**config.mk**
```make
export PLATFORM = sky130hd
export DESIGN_NAME = affine_point_transform
export DESIGN_NICKNAME = d
export VERILOG_FILES = /design/src/apt_pkg.sv /design/src/apt_mult.sv /design/src/apt_combine.sv /design/src/apt_round_sat.sv /design/src/affine_point_transform.sv
export SDC_FILE = /design/constraint.sdc
export NUM_CORES = 2
export LEC_CHECK = 0
export BUFFER_PORTS_ARGS = -buffer_cell sky130_fd_sc_hd__buf_2
export CORE_MARGIN = 2
export CORE_UTILIZATION = 45
export DETAILED_ROUTE_END_ITERATION = 12
export PLACE_DENSITY = 0.63
export SKIP_CTS_REPAIR_TIMING = 1
export SYNTH_ARGS = -nofsm -noshare
export SYNTH_HDL_FRONTEND = slang
export SYNTH_HIERARCHICAL = 1
export SYNTH_SLANG_ARGS = --single-unit
export TNS_END_PERCENT = 10
```
**constraint.sdc**
```tcl
create_clock -name i_clk -period 6.6 [get_ports i_clk]
set_input_delay 0.33 -clock i_clk [delete_from_list [all_inputs] [get_ports i_clk]]
set_output_delay 0.33 -clock i_clk [all_outputs]
set_load 0.1 [all_outputs]
```
**src/apt_pkg.sv**
```systemverilog
// Shared types and constants for the affine point transform.
package apt_pkg;

    // Vertex coordinate width and coefficient fraction width.
    localparam int COORD_BITS = 12;
    localparam int FRAC_BITS  = 16;
    localparam int COEF_BITS  = 8 + FRAC_BITS;
    localparam int OUT_BITS   = 16;

    // Derived internal widths.
    localparam int PROD_BITS   = COORD_BITS + COEF_BITS;
    localparam int SIMPLE_BITS = COORD_BITS + 1;
    localparam int SUM_BITS    = PROD_BITS + 2;
    localparam int QUOT_BITS   = SUM_BITS - FRAC_BITS;

    // Configuration register indexes.
    localparam logic [2:0] CFG_MODE        = 3'd0;
    localparam logic [2:0] CFG_OFFSET_X    = 3'd1;
    localparam logic [2:0] CFG_OFFSET_Y    = 3'd2;
    localparam logic [2:0] CFG_COEF_FIRST  = 3'd3;
    localparam logic [2:0] CFG_COEF_SECOND = 3'd4;

    typedef enum logic [2:0] {
        MODE_REFLECT_X = 3'd0,
        MODE_REFLECT_Y = 3'd1,
        MODE_TRANSLATE = 3'd2,
        MODE_ROTATE    = 3'd3,
        MODE_SCALE     = 3'd4,
        MODE_SHEAR     = 3'd5
    } t_mode;

    typedef struct packed {
        logic signed [COORD_BITS-1:0] x_in;
        logic signed [COORD_BITS-1:0] y_in;
        logic                         last_point;
    } t_point_in;

    typedef struct packed {
        logic signed [OUT_BITS-1:0] x_out;
        logic signed [OUT_BITS-1:0] y_out;
        logic                       last_out;
        logic                       clipped;
    } t_point_out;

    // Control that travels with each item down the pipeline.
    typedef struct packed {
        logic  valid;
        logic  last;
        t_mode mode;
    } t_stage_ctl;

endpackage

```
**src/apt_mult.sv**
```systemverilog
// First pipeline stage: the four coefficient products and the simple-mode results.
module apt_mult (
    input  logic                                  i_clk,
    input  logic                                  i_rst_n,
    input  logic                                  i_valid,
    input  apt_pkg::t_point_in                    i_item,
    input  apt_pkg::t_mode                        i_mode,
    input  logic signed [apt_pkg::COORD_BITS-1:0] i_offset_x,
    input  logic signed [apt_pkg::COORD_BITS-1:0] i_offset_y,
    input  logic signed [apt_pkg::COEF_BITS-1:0]  i_coef_first,
    input  logic signed [apt_pkg::COEF_BITS-1:0]  i_coef_second,
    output apt_pkg::t_stage_ctl                   o_ctl,
    output logic signed [apt_pkg::PROD_BITS-1:0]  o_pa,
    output logic signed [apt_pkg::PROD_BITS-1:0]  o_pb,
    output logic signed [apt_pkg::PROD_BITS-1:0]  o_pc,
    output logic signed [apt_pkg::PROD_BITS-1:0]  o_pd,
    output logic signed [apt_pkg::SIMPLE_BITS-1:0] o_sx,
    output logic signed [apt_pkg::SIMPLE_BITS-1:0] o_sy
);
    import apt_pkg::*;

    t_stage_ctl                    r_ctl;
    logic signed [PROD_BITS-1:0]   r_pa, r_pb, r_pc, r_pd;
    logic signed [PROD_BITS-1:0]   n_pa, n_pb, n_pc, n_pd;
    logic signed [SIMPLE_BITS-1:0] r_sx, r_sy, n_sx, n_sy;
    logic signed [SIMPLE_BITS-1:0] w_x, w_y;

    assign w_x = SIMPLE_BITS'(i_item.x_in);
    assign w_y = SIMPLE_BITS'(i_item.y_in);

    always_comb begin
        n_pa = PROD_BITS'(w_x) * PROD_BITS'(i_coef_first);
        n_pb = PROD_BITS'(w_y) * PROD_BITS'(i_coef_second);
        n_pc = PROD_BITS'(w_x) * PROD_BITS'(i_coef_second);
        n_pd = PROD_BITS'(w_y) * PROD_BITS'(i_coef_first);
        n_sx = w_x;
        n_sy = w_y;
        case (i_mode)
            MODE_REFLECT_X: n_sy = -w_y;
            MODE_REFLECT_Y: n_sx = -w_x;
            MODE_TRANSLATE: begin
                n_sx = w_x + SIMPLE_BITS'(i_offset_x);
                n_sy = w_y + SIMPLE_BITS'(i_offset_y);
            end
            default: begin
                n_sx = w_x;
                n_sy = w_y;
            end
        endcase
    end

    always_ff @(posedge i_clk) begin
        if (!i_rst_n) begin
            r_ctl.valid <= 1'b0;
        end else begin
            r_ctl.valid <= i_valid;
        end
        r_ctl.last <= i_item.last_point;
        r_ctl.mode <= i_mode;
        r_pa <= n_pa;
        r_pb <= n_pb;
        r_pc <= n_pc;
        r_pd <= n_pd;
        r_sx <= n_sx;
        r_sy <= n_sy;
    end

    assign o_ctl = r_ctl;
    assign o_pa  = r_pa;
    assign o_pb  = r_pb;
    assign o_pc  = r_pc;
    assign o_pd  = r_pd;
    assign o_sx  = r_sx;
    assign o_sy  = r_sy;

endmodule

```
**src/apt_combine.sv**
```systemverilog
// Second pipeline stage: exact fixed-point sums, with rounding half added for rotate and scale.
module apt_combine (
    input  logic                                   i_clk,
    input  logic                                   i_rst_n,
    input  apt_pkg::t_stage_ctl                    i_ctl,
    input  logic signed [apt_pkg::PROD_BITS-1:0]   i_pa,
    input  logic signed [apt_pkg::PROD_BITS-1:0]   i_pb,
    input  logic signed [apt_pkg::PROD_BITS-1:0]   i_pc,
    input  logic signed [apt_pkg::PROD_BITS-1:0]   i_pd,
    input  logic signed [apt_pkg::SIMPLE_BITS-1:0] i_sx,
    input  logic signed [apt_pkg::SIMPLE_BITS-1:0] i_sy,
    output apt_pkg::t_stage_ctl                    o_ctl,
    output logic signed [apt_pkg::SUM_BITS-1:0]    o_tx,
    output logic signed [apt_pkg::SUM_BITS-1:0]    o_ty
);
    import apt_pkg::*;

    localparam logic signed [SUM_BITS-1:0] HALF = SUM_BITS'(1) <<< (FRAC_BITS - 1);

    t_stage_ctl                 r_ctl;
    logic signed [SUM_BITS-1:0] r_tx, r_ty, n_tx, n_ty;
    logic signed [SUM_BITS-1:0] w_pa, w_pb, w_pc, w_pd, w_sx, w_sy;

    assign w_pa = SUM_BITS'(i_pa);
    assign w_pb = SUM_BITS'(i_pb);
    assign w_pc = SUM_BITS'(i_pc);
    assign w_pd = SUM_BITS'(i_pd);
    assign w_sx = SUM_BITS'(i_sx) <<< FRAC_BITS;
    assign w_sy = SUM_BITS'(i_sy) <<< FRAC_BITS;

    always_comb begin
        case (i_ctl.mode)
            MODE_ROTATE: begin
                n_tx = w_pa - w_pb + HALF;
                n_ty = w_pc + w_pd + HALF;
            end
            MODE_SCALE: begin
                n_tx = w_pa + HALF;
                n_ty = w_pb + HALF;
            end
            MODE_SHEAR: begin
                n_tx = w_sx + w_pd;
                n_ty = w_sy;
            end
            default: begin
                // Simple modes carry an exact integer, so truncation keeps it.
                n_tx = w_sx;
                n_ty = w_sy;
            end
        endcase
    end

    always_ff @(posedge i_clk) begin
        if (!i_rst_n) begin
            r_ctl.valid <= 1'b0;
        end else begin
            r_ctl.valid <= i_ctl.valid;
        end
        r_ctl.last <= i_ctl.last;
        r_ctl.mode <= i_ctl.mode;
        r_tx <= n_tx;
        r_ty <= n_ty;
    end

    assign o_ctl = r_ctl;
    assign o_tx  = r_tx;
    assign o_ty  = r_ty;

endmodule

```
**src/apt_round_sat.sv**
```systemverilog
// Third pipeline stage: truncation toward zero and 16-bit saturation.
module apt_round_sat (
    input  logic                                i_clk,
    input  logic                                i_rst_n,
    input  apt_pkg::t_stage_ctl                 i_ctl,
    input  logic signed [apt_pkg::SUM_BITS-1:0] i_tx,
    input  logic signed [apt_pkg::SUM_BITS-1:0] i_ty,
    output logic                                o_valid,
    output apt_pkg::t_point_out                 o_result
);
    import apt_pkg::*;

    localparam logic signed [QUOT_BITS-1:0] OUT_MAX = QUOT_BITS'(32767);
    localparam logic signed [QUOT_BITS-1:0] OUT_MIN = QUOT_BITS'(-32768);

    logic                       r_valid;
    t_point_out                 r_result, n_result;
    logic signed [QUOT_BITS-1:0] w_qx, w_qy;
    logic                       w_clip_x, w_clip_y;

    // Arithmetic shift rounds toward minus infinity; a negative value with a
    // nonzero fraction is bumped up by one to round toward zero.
    function automatic logic signed [QUOT_BITS-1:0] trunc_zero(
        input logic signed [SUM_BITS-1:0] t
    );
        logic signed [QUOT_BITS-1:0] q;
        q = t[SUM_BITS-1:FRAC_BITS];
        if (t[SUM_BITS-1] && (t[FRAC_BITS-1:0] != '0)) begin
            q = q + QUOT_BITS'(1);
        end
        return q;
    endfunction

    always_comb begin
        w_qx = trunc_zero(i_tx);
        w_qy = trunc_zero(i_ty);
        w_clip_x = (w_qx > OUT_MAX) || (w_qx < OUT_MIN);
        w_clip_y = (w_qy > OUT_MAX) || (w_qy < OUT_MIN);
        if (w_qx > OUT_MAX) begin
            n_result.x_out = OUT_MAX[OUT_BITS-1:0];
        end else if (w_qx < OUT_MIN) begin
            n_result.x_out = OUT_MIN[OUT_BITS-1:0];
        end else begin
            n_result.x_out = w_qx[OUT_BITS-1:0];
        end
        if (w_qy > OUT_MAX) begin
            n_result.y_out = OUT_MAX[OUT_BITS-1:0];
        end else if (w_qy < OUT_MIN) begin
            n_result.y_out = OUT_MIN[OUT_BITS-1:0];
        end else begin
            n_result.y_out = w_qy[OUT_BITS-1:0];
        end
        n_result.last_out = i_ctl.last;
        n_result.clipped  = w_clip_x || w_clip_y;
    end

    always_ff @(posedge i_clk) begin
        if (!i_rst_n) begin
            r_valid <= 1'b0;
        end else begin
            r_valid <= i_ctl.valid;
        end
        r_result <= n_result;
    end

    assign o_valid  = r_valid;
    assign o_result = r_result;

endmodule

```
**src/affine_point_transform.sv**
```systemverilog
// Top level of the affine point transform: configuration registers and pipeline.
//
// One polygon vertex enters per item on i_item when i_start is high and
// o_busy is low. o_busy is always low: the pipeline takes an item in every
// clock cycle, so a full stream runs at one item per cycle.
// The vertex is reflected, translated, rotated, scaled or sheared according
// to the mode register, rounded as the mode demands and saturated to 16-bit
// signed. The result shows on o_result with o_done high for exactly one
// cycle. Products, sums, then rounding with saturation each take one
// register stage.
// Results leave in input order. The receiver cannot stall the block, so
// every result must be taken in the cycle it is shown.
// Configuration goes through i_cfg_we, i_cfg_idx and i_cfg_data and takes
// effect at once; write it only while no item is in flight. Indexes above
// four are ignored.
// Synchronous reset drops any item in flight and loads mode reflect-x,
// zero offsets, a first coefficient of one and a second coefficient of zero.
module affine_point_transform (
    input  logic                                 i_clk,
    input  logic                                 i_rst_n,
    input  logic                                 i_start,
    output logic                                 o_busy,
    input  apt_pkg::t_point_in                   i_item,
    output logic                                 o_done,
    output apt_pkg::t_point_out                  o_result,
    input  logic                                 i_cfg_we,
    input  logic [2:0]                           i_cfg_idx,
    input  logic [apt_pkg::COEF_BITS-1:0]        i_cfg_data
);
    import apt_pkg::*;

    t_mode                         r_mode;
    logic signed [COORD_BITS-1:0]  r_offset_x;
    logic signed [COORD_BITS-1:0]  r_offset_y;
    logic signed [COEF_BITS-1:0]   r_coef_first;
    logic signed [COEF_BITS-1:0]   r_coef_second;

    t_stage_ctl                    w_ctl1, w_ctl2;
    logic signed [PROD_BITS-1:0]   w_pa, w_pb, w_pc, w_pd;
    logic signed [SIMPLE_BITS-1:0] w_sx, w_sy;
    logic signed [SUM_BITS-1:0]    w_tx, w_ty;

    // Configuration registers. Only the low bits of each register's width
    // are kept from the write data.
    always_ff @(posedge i_clk) begin
        if (!i_rst_n) begin
            r_mode        <= MODE_REFLECT_X;
            r_offset_x    <= '0;
            r_offset_y    <= '0;
            r_coef_first  <= COEF_BITS'(1) << FRAC_BITS;
            r_coef_second <= '0;
        end else if (i_cfg_we) begin
            case (i_cfg_idx)
                CFG_MODE:        r_mode        <= t_mode'(i_cfg_data[2:0]);
                CFG_OFFSET_X:    r_offset_x    <= i_cfg_data[COORD_BITS-1:0];
                CFG_OFFSET_Y:    r_offset_y    <= i_cfg_data[COORD_BITS-1:0];
                CFG_COEF_FIRST:  r_coef_first  <= i_cfg_data;
                CFG_COEF_SECOND: r_coef_second <= i_cfg_data;
                default: begin
                end
            endcase
        end
    end

    // The pipeline never holds an item back.
    assign o_busy = 1'b0;

    apt_mult u_mult (
        .i_clk         (i_clk),
        .i_rst_n       (i_rst_n),
        .i_valid       (i_start && !o_busy),
        .i_item        (i_item),
        .i_mode        (r_mode),
        .i_offset_x    (r_offset_x),
        .i_offset_y    (r_offset_y),
        .i_coef_first  (r_coef_first),
        .i_coef_second (r_coef_second),
        .o_ctl         (w_ctl1),
        .o_pa          (w_pa),
        .o_pb          (w_pb),
        .o_pc          (w_pc),
        .o_pd          (w_pd),
        .o_sx          (w_sx),
        .o_sy          (w_sy)
    );

    apt_combine u_combine (
        .i_clk   (i_clk),
        .i_rst_n (i_rst_n),
        .i_ctl   (w_ctl1),
        .i_pa    (w_pa),
        .i_pb    (w_pb),
        .i_pc    (w_pc),
        .i_pd    (w_pd),
        .i_sx    (w_sx),
        .i_sy    (w_sy),
        .o_ctl   (w_ctl2),
        .o_tx    (w_tx),
        .o_ty    (w_ty)
    );

    apt_round_sat u_round_sat (
        .i_clk    (i_clk),
        .i_rst_n  (i_rst_n),
        .i_ctl    (w_ctl2),
        .i_tx     (w_tx),
        .i_ty     (w_ty),
        .o_valid  (o_done),
        .o_result (o_result)
    );

endmodule

```
==> results.md <==
* Final HPWL DP at 142000 um
* MaxCap Viol Count at 0
* Crit end category: flop
* TritonCTS clock tree: done
* WL per Instance at between 20 and 25 um
* Min Hold Slack at -0.942 ps
* Layout Nets at around 8300
* CP startpoint kind: flop
* Synthesized net count at roughly 8300
* Die Area at approximately 130000 um2
* Core area at 129000 um2
* Share of post-route cells with drive strength above 1 at between 6 and 7%
* PortBufs at 90
* Max_slew headroom at about 18%
* Number of CTS-inserted buffers at 48
* FF-to-FF path depth at 21
* Post-Syn Instances at 6703
* GRT Residual Overflow at 0
* Hold Crit Endpoint: r_coef_second[18]$_SDFFE_PN0P_
* Setup TNS at 0 ps
* Clock latency on the worst-skew pair at 670 ps
* Root buffer cell: clkbuf_16
* R2R setup slack at 340 ps
* Slowest CP cell: dfxtp_1
* Finished Core Util at 48.9%
* Slew @ Worst Pin at 1230 ps
* Die H at roughly 360 um
* Initial antenna violation count at 14
* Clock tree sinks at around 360
* Rows at about 130
* Path type of the worst min-delay path: primary input to flop
* Starting density of the core at a little under half
* Largest net degree at the start of global routing at 65
* First-pass GRT wire length at 271000 um
* Max Transition Viols Final at 0
* First DRT Iteration DRCs at roughly 3500
* Worst hold stages at 3
* Synth-to-Final Area Change at 8.21%
* Kind of critical path: flop to flop
* Finish-stage setup viols at 0
* Ys Warns at 6
* Critical R2R Capture: u_mult/o_pd[35]$_DFF_P_
* Worst hold start: i_cfg_data[18]
* Critical path peak fanout at 13
* Pre-antenna DRT Iters at 5
* Max VDD drop at 0.252 mV
* Crit-path max cell delay at 640 ps
* H-tree depth at 2
* Worst slack at placement at 153 ps
* RR Startpoint: r_coef_first[3]$_SDFFE_PN0P_
* Hold Fails Final Rpt at 1
* P per Cell Area at 226 nW/um2
* Final ANT Viol Nets at 0
* Failing checks: hold timing
* IO Count at roughly 90
* Mapped Area at 58400 um2
* Critical Path AT at 6780 ps
* FMAX at 160 MHz
* Vias in the first global route at roughly 47000
* Gr usage total at 26.6%
* Status: complete, but fails checks
* Die width at 364 um
* Vias at approximately 45000
* Detailed Route WL at 172000 um
* Fillcell total at 12400
* Number of vias per cell at 5.33
* Setup ws final at 342 ps
* Setup Skew at between 50 and 60 ps
* Crit path cell chain: buf_4 > nand2_1 > fa_1 > fa_1 > fa_1 > inv_1 > fa_1 > inv_1 > fa_1 > inv_1 > ha_1 > o21a_1 > o31a_1 > o31ai_2 > o21ai_1 > a21oi_1 > o31a_1 > a21oi_1 > a211o_1 > a21oi_1 > xnor2_1
* Critical Path RT at 7120 ps
* Number of remaining DRC errors at 0
* Worst-path clk slew at ~70 ps
* Synthesized area per cell at between 8 and 9 um2
* RSZ-0062 raised after global routing: false
* Clk buf depth at 3
* Final Wtd Congestion at 0.970
* LEAKAGE at 30.6 nW
* Minimum clock period at ~6300 ps
* CP most frequent cell: fa_1
* Tcrit/Tclk final at 94.8%
[through the flow]
step / cell area, um2 / hold WS, ps / cells / total power, W
6_report: 63200 / -0.942 / 8519 / 0.0143
5_1_grt: 63200 / 7.26 / 8518 / 0.0153
4_1_cts: 63200 / -261 / 8516 / 0.0142
3_5_place_dp: 61500 / 315 / 8427 / 0.0114
3_3_place_gp: 61500 / 311 / 8427 / 0.0113
2_1_floorplan: 58400 / 310 / 6703 / 0.00890
[worst max-delay path: cells and delay by family (launching register included)]
family | cells | cell delay (ps)
AO/OA/AOI/OAI | 9 | 2050
XOR/XNOR | 1 | 120
adder cells (fa/ha/maj) | 6 | 2720
buffers and inverters | 4 | 490
flip-flops | 1 | 640
AND/OR/NAND/NOR | 1 | 100
[registers in the layout, summed over array words and instances (netlist names), 12 cells and up]
signal	cells
r_coef_first	24
r_coef_second	24
r_offset_x	12
r_offset_y	12
u_combine/o_tx	38
u_combine/o_ty	38
u_mult/o_pa	36
u_mult/o_pb	36
u_mult/o_pc	36
u_mult/o_pd	36
u_mult/o_sx	13
u_mult/o_sy	13
u_round_sat/o_result	34
[worst max-delay path by stage]
stage	from	cells after the start	slack [ps]	endpoint
floorplan	i_item[20]	23	770	u_mult/o_pa[34]$_DFF_P_
global placement	i_item[15]	22	250	u_mult/o_pa[34]$_DFF_P_
detailed placement	i_item[15]	22	150	u_mult/o_pa[34]$_DFF_P_
CTS	r_coef_second[14]$_SDFFE_PN0P_	19	350	u_mult/o_pb[31]$_DFF_P_
global route	r_coef_second[8]$_SDFFE_PN0P_	21	60	u_mult/o_pb[35]$_DFF_P_
finish	r_coef_first[3]$_SDFFE_PN0P_	21	340	u_mult/o_pd[35]$_DFF_P_
[routing by layer]
layer	up-vias	GRT usage [%]	wire length, um
li1	20800	-	-
met1	22800	36.1	75200
met2	1576	42.3	76500
met3	282	4.61	12600
met4	10	10.2	7490
met5	-	0	58
[cell usage in the layout (no fill, tap or decap), types with 30 or more instances in the layout]
cell type / instances
nand4_1: 30
nand2_1: 1065
o21bai_1: 41
nand3_1: 80
nor3_1: 51
nor2_1: 223
a31oi_1: 30
and2_1: 295
buf_4: 187
nand2b_1: 47
o21ai_0: 170
fa_1: 1037
mux2i_1: 89
xor2_1: 92
dfxtp_1: 362
xnor2_1: 201
and3_1: 35
a21oi_1: 200
a21o_1: 82
ha_1: 494
nor2b_1: 33
buf_2: 89
inv_1: 1319
clkbuf_16: 48
[power breakdown]
group | switching, W | internal, W
Sequential | 0.000713 | 0.00260
Combinational | 0.00503 | 0.00322
Clock | 0.00118 | 0.00152
Total | 0.00692 | 0.00734
[final cells by class]
class	instances	area (um2)	area share, %
diodes	1	2.50	0.00396
clock buffers	55	1260	1.99
well taps	1742	2180	3.45
flip-flops and latches	363	7270	11.5
repair buffers	294	2190	3.46
inverters	1321	4960	7.84
clock inverters	34	382	0.604
multi-input cells	4709	45000	71.1
Power figures use the tool's default switching activity.
